[config.mk]
export PLATFORM = sky130hd
export DESIGN_NAME = crg_viewport
export DESIGN_NICKNAME = d
export VERILOG_FILES = /design/src/hw/rtl/crg_pkg.sv /design/src/hw/rtl/crg_viewport.sv
export SDC_FILE = /design/constraint.sdc
export NUM_CORES = 1
export LEC_CHECK = 0
export ABC_AREA = 0
export BUFFER_PORTS_ARGS = -buffer_cell sky130_fd_sc_hd__buf_2
export CORE_MARGIN = 1
export CORE_UTILIZATION = 35
export DETAILED_ROUTE_END_ITERATION = 8
export MAX_ROUTING_LAYER = met4
export PLACE_DENSITY = 0.5
export REMOVE_ABC_BUFFERS = 1
export SYNTH_ARGS = -nofsm -noshare
export SYNTH_HDL_FRONTEND = slang
export SYNTH_SLANG_ARGS = --single-unit
[constraint.sdc]
create_clock -name clk -period 3.65 [get_ports clk]
set_input_delay 0.73 -clock clk [delete_from_list [all_inputs] [get_ports clk]]
set_output_delay 0.73 -clock clk [all_outputs]
set_load 0.02 [all_outputs]
[src/hw/rtl/crg_pkg.sv]
`default_nettype none
// ----------------------------------------------------------------------------
// crg_pkg
// Shared types and constants of the camera ray generator.
// ----------------------------------------------------------------------------
package crg_pkg;

    localparam int COORD_BITS_DEF = 16;
    localparam int CFG_ADDR_W     = 6;
    localparam int CFG_DATA_W     = 64;

    // register indexes
    typedef enum logic [2:0] {
        REG_FIRST_X   = 3'd0,
        REG_FIRST_Y   = 3'd1,
        REG_STEP_X    = 3'd2,
        REG_STEP_Y    = 3'd3,
        REG_ROT_RIGHT = 3'd4,
        REG_ROT_DOWN  = 3'd5,
        REG_ROT_BACK  = 3'd6,
        REG_ORIGIN    = 3'd7
    } cfg_reg_t;

    localparam logic signed [31:0] Q32_MAX = 32'sh7FFF_FFFF;
    localparam logic signed [31:0] Q32_MIN = 32'sh8000_0000;

    // reset values of the rotation rows (identity in Q2.14)
    localparam logic [47:0] ROT_RIGHT_RST = 48'h0000_0000_4000;
    localparam logic [47:0] ROT_DOWN_RST  = 48'h0000_4000_0000;
    localparam logic [47:0] ROT_BACK_RST  = 48'h4000_0000_0000;

    // reciprocal magnitude limit: below this 2^40/|d| no longer fits
    localparam logic [31:0] RECIP_MAG_LIMIT = 32'd512;

    typedef struct packed {
        logic [15:0] pixel_v;
        logic [15:0] pixel_u;
    } pixel_t;

    typedef struct packed {
        logic [2:0]         recip_saturated;
        logic signed [19:0] origin_z;
        logic signed [19:0] origin_y;
        logic signed [19:0] origin_x;
        logic signed [31:0] inv_z;
        logic signed [31:0] inv_y;
        logic signed [31:0] inv_x;
        logic signed [31:0] dir_z;
        logic signed [31:0] dir_y;
        logic signed [31:0] dir_x;
    } ray_t;

endpackage
`default_nettype wire

[src/hw/rtl/crg_viewport.sv]
`default_nettype none
// ----------------------------------------------------------------------------
// crg_viewport
// Viewport coordinate of one axis: first + step * coord, rounded to Q8.24.
// Two register stages: multiply, then add, round and saturate.
// ----------------------------------------------------------------------------
module crg_viewport #(
    parameter int COORD_BITS = 16
) (
    input  wire logic                  clk,
    input  wire logic                  rst_n,
    input  wire logic                  valid_in,
    input  wire logic signed [31:0]    first,
    input  wire logic signed [31:0]    step,
    input  wire logic [COORD_BITS-1:0] coord,
    output logic                       valid_out,
    output logic signed [31:0]         point
);
    import crg_pkg::*;

    localparam int PROD_W = 32 + COORD_BITS + 1;
    localparam int ACC_W  = PROD_W + 1;
    localparam logic signed [ACC_W-1:0] SAT_HI = ACC_W'(Q32_MAX);
    localparam logic signed [ACC_W-1:0] SAT_LO = ACC_W'(Q32_MIN);

    logic                      v1_reg;
    logic                      v2_reg;
    logic signed [PROD_W-1:0]  prod_reg;
    logic signed [PROD_W-1:0]  prod_next;
    logic signed [ACC_W-1:0]   acc;
    logic signed [ACC_W-1:0]   acc_sh;
    logic signed [31:0]        point_reg;
    logic signed [31:0]        point_next;

    // step times coordinate
    always_comb
    begin
        prod_next = step * $signed({1'b0, coord});
    end

    // add first pixel in Q.28, round half up, saturate
    always_comb
    begin
        acc    = (ACC_W'(first) <<< 4) + ACC_W'(prod_reg) + ACC_W'(8);
        acc_sh = acc >>> 4;
        if (acc_sh > SAT_HI)
            point_next = Q32_MAX;
        else if (acc_sh < SAT_LO)
            point_next = Q32_MIN;
        else
            point_next = acc_sh[31:0];
    end

    // valid bits
    always_ff @(posedge clk or negedge rst_n)
    begin
        if (!rst_n)
        begin
            v1_reg <= 1'b0;
            v2_reg <= 1'b0;
        end
        else
        begin
            v1_reg <= valid_in;
            v2_reg <= v1_reg;
        end
    end

    // data stages
    always_ff @(posedge clk)
    begin
        prod_reg  <= prod_next;
        point_reg <= point_next;
    end

    assign valid_out = v2_reg;
    assign point     = point_reg;

endmodule
`default_nettype wire

# Word-level counts from Yosys, hierarchy flattened
# Cells that the tools add are included.
# W data, S select, Z words.
[totals] ff_bits=83 latch_bits=0 ram_bits=0 rom_bits=0 input_bits=83 output_inout_bits=33 n_memories=0
[classes] n_addsub=2 n_mul=1 div=0 magnitude_cmp=2 n_eq_ne=0 shift=0 mux=1 n_bitwise=0 n_reduce_logical=0
[op_table] operator="$add A36 B49 Y50" n=1
[op_table] operator="$add A50 B5 Y50 const B" n=1
[op_table] operator="$mul A32 B17 Y49" n=1
[op_table] operator="$gt A46 B32 Y1 const B" n=1
[op_table] operator="$lt A46 B32 Y1 const B" n=1
[op_table] operator="$mux W32" n=1

# Logic depth before layout (Yosys ltp)
[logic_depth] depth_word=4 depth_mapped=26

# Worst setup path before layout
# OpenSTA, ideal clock, no wires.
[synth_timing] kind="input port to flip-flop" from="in coord[7]" to="reg prod_reg[47]" arrival_ns=6.555 t_required_ns=3.533 slack_ns=-3.021 path_stages=23 cell_sequence="clkbuf_1 -> and2_1 -> fa_1 -> inv_1 -> fa_1 -> fa_1 -> inv_1 -> fa_1 -> fa_1 -> inv_1 -> fa_1 -> inv_1 -> ha_1 -> o21ai_0 -> a21oi_1 -> a221o_1 -> a211o_1 -> a41oi_1 -> o21ai_1 -> a211oi_2 -> o31ai_1 -> a21boi_0 -> and4b_1"
[synth_via] elab_chain_len=1
[synth_lines] item="from (decl)" line_no="crg_viewport.sv:15" source="input wire logic [COORD_BITS-1:0] coord,"
[synth_lines] item="$mul A32 B17 Y49" line_no="crg_viewport.sv:38" source="prod_next = step * $signed({1'b0, coord});"
[synth_lines] item="net prod_next[47]" line_no="crg_viewport.sv:29" source="logic signed [PROD_W-1:0] prod_next;"
[synth_lines] item="to (signal assigned)" line_no="crg_viewport.sv:72" source="prod_reg <= prod_next;"
[synth_lines] item="to (decl)" line_no="crg_viewport.sv:28" source="logic signed [PROD_W-1:0] prod_reg;"
# The timed path passes the listed nets, and every way through them passes these cells.
# A chain may end at the register's enable or synchronous reset.

# Worst setup path after layout
[layout_timing] from="in coord[5]" to="reg prod_reg[47]"
# The elaborated chain is that of the path after synthesis.

==> flow_summary.yaml <==
place:
  dpl_worst_slack_ns: -3.55
  gp_congestion: 0.868
  hpwl_um: 55300
  io_buffers: 115
  place_area_um2: 27700
timing:
  slew_headroom: 0.642
  finalHoldViolCount: 0
  setup_viol: 70
  fin_ws_ns: -2.59
  finalClockSkew_ns: 0.00950
  period_needed_ns: 6.24
  rsz0062_at_grt: "true"
  report.final.slew_viol_count: 0
  hold_slack_ns: 0.152
  worstMarginPinSlew_ns: 0.531
  fin_crit_sh: 1.71
  setup_tns_ns: -85.85
  max_freq_ghz: 0.160
synthesis:
  ys_warn_count: 0
  synth_largest_area_cell: "fa_1"
  synth_top_area_share: 0.420
  ys_seq_area_frac: 0.0690
  yosysUniqueCellTypes: 80
  ys_async_sr_fraction: 0.0250
  synth_area_leaders: "fa_1 42%, inv_1 9.7%, ha_1 8.6%, dfxtp_1 6.7%, and2_1 6.4%"
  synth-seq-cells: 80
  synth_top_flop_cell: "dfxtp_1"
  synthCells: 2660
  synth_edf_count: 0
  synth.cell_area_um2: 23300
  syn_avg_cell_area_um2: 8.78
finish:
  postLayoutCellArea_um2: 29900
  num_antenna_cells: 0
  fillerInstances: 6467
  finalNetCount: 3856
  drive_above_1_share: 0.270
  syn_to_final_growth_pct: 28.2
  largest_register_ffs: 46
critical_path:
  crit_arrival_ns: 6.49
  timing_worst_setup_path_type: "input port to flip-flop"
  cpPeakStageDelay_ns: 0.54
  critPathLaunchType: "input port"
  rr_worst_depth: 13
  path_buf_inv: 8
  reg2reg_slack_ns: 0.01
  timing.rr.end: "point[30]$_SDFF_PN1_"
  crit_required_ns: 3.89
  r2r-start: "prod_reg[4]$_DFF_P_"
  critPathTopFamily: "adder cells"
  end_kind: "flip-flop"
  crit_top_cell: "fa_1"
  cp_max_fo: 8
  cpMaxStageDelayCell: "fa_1"
floorplan:
  die_x_um: 260
  ios: 116
  die-area_um2: 67700
  core-area_um2: 65900
  row_count: 94
  die_y_um: 260
  start_util: 0.355
drt:
  avgViaCountPerCell: 4.74
  first_pass_iters: 5
  wl_per_cell_um: 15.9
  route.detailed.drc: 0
  drtIter0Drc: 706
  vias: 18914
  wirelength_um: 63300
  postRouteAntennaNets: 0
global_routing:
  grt_pass1_wl_um: 107000
  grt_max_degree: 32
  grt_usage: 0.201
  grt_overflow: 0
  antenna_found_initial: 0
  grt_pass1_vias: 20958
run:
  cap_violations: 0
cts:
  clock-sinks: 80
  htree_num_levels: 3
  clk_latency_ns: 0.35
  cts_inserted_buffers: 9
  clk_pin_slew_ns: 0.06
  cts_tree: "built"
  cts_root_buffer: "clkbuf_16"
  clockBufferDepth: 2
outcome:
  violations: "setup timing"
  status: "finished, violations left"
min_path:
  min_path_type: "input port to asynchronous set/reset pin"
synthesized netlist by cell type, drive strengths merged, types with 42 or more instances:
master,count
inv,602
fa,490
nand2,368
and2,239
ha,160
clkbuf,92
a21oi,87
dfxtp,78
nor2,55
o21ai,55
xnor2,48
nand3,46
a21o,42
placed cells by master, fill, tap and decap left out, drive strengths merged, types with 38 or more instances in the layout:
cell type,n
nor2,55
nand3,46
fa,490
nand2,368
a21o,42
o21ai,55
and2,239
ha,160
xor2,38
a21oi,87
inv,603
buf,564
dfxtp,78
xnor2,48
worst register-to-register path: cells and delay by family, from the launching register on:
kind                       cells  cell delay [ns]
adders and majority gates      1             0.40
buffers and inverters          2             0.32
AOI/OAI and AO/OA              6             1.45
DFF                            1             0.34
and+or+nand+nor                4             0.99
cell type report:
class                   count  area (um^2)  area share
flip-flops and latches     80         1610      0.0538
repair buffers            569         4670       0.156
clock buffers              12          246     0.00824
inverters                 602         2260      0.0755
multi-input cells        1861        20000       0.669
clock inverters             4         28.8    0.000961
well taps                 864         1080      0.0361
how the worst max path moves through the flow:
stage,from,to,cells past startpoint
3_5_place_dp,coord[7],prod_reg[47]$_DFF_P_,25
2_1_floorplan,step[6],prod_reg[47]$_DFF_P_,22
3_3_place_gp,coord[7],prod_reg[47]$_DFF_P_,25
6_report,coord[5],prod_reg[47]$_DFF_P_,25
4_1_cts,coord[5],prod_reg[47]$_DFF_P_,24
5_1_grt,coord[2],prod_reg[47]$_DFF_P_,24
per-layer routing:
layer,GRT usage,wire length [um]
met2,0.358,31800
met1,0.260,29200
met3,0.0112,1710
met5,-,0
met4,0.0226,643
kinds of logic after synthesis:
family	after synthesis	share of synthesized area
mux	1	0.000429
flops	80	0.0690
simple gates	799	0.169
fa+ha+maj	650	0.506
compound gates	325	0.103
xor+xnor	86	0.0329
buf+inv	719	0.121
what timing repair did:
item | 4_1_cts | 5_1_grt
setup endpoints to repair | 75 | 75
hold buffers | 0 | 0
pin swaps | 202 | 69
setup buffers | 27 | 24
gates resized for setup | 295 | 98
cloned | 3 | 2
through the flow:
| step | std cells | util |
|---|---|---|
| final | 3992 | 0.454 |
| after global routing | 3992 | 0.454 |
| after CTS | 3976 | 0.446 |
| after detailed placement | 3934 | 0.420 |
| after global placement | 3934 | 0.420 |
| after floorplan | 2543 | - |
Power is left out: the tool's default activity adds up to more than one toggle a clock period on the data nets, which glitch-free logic cannot reach.
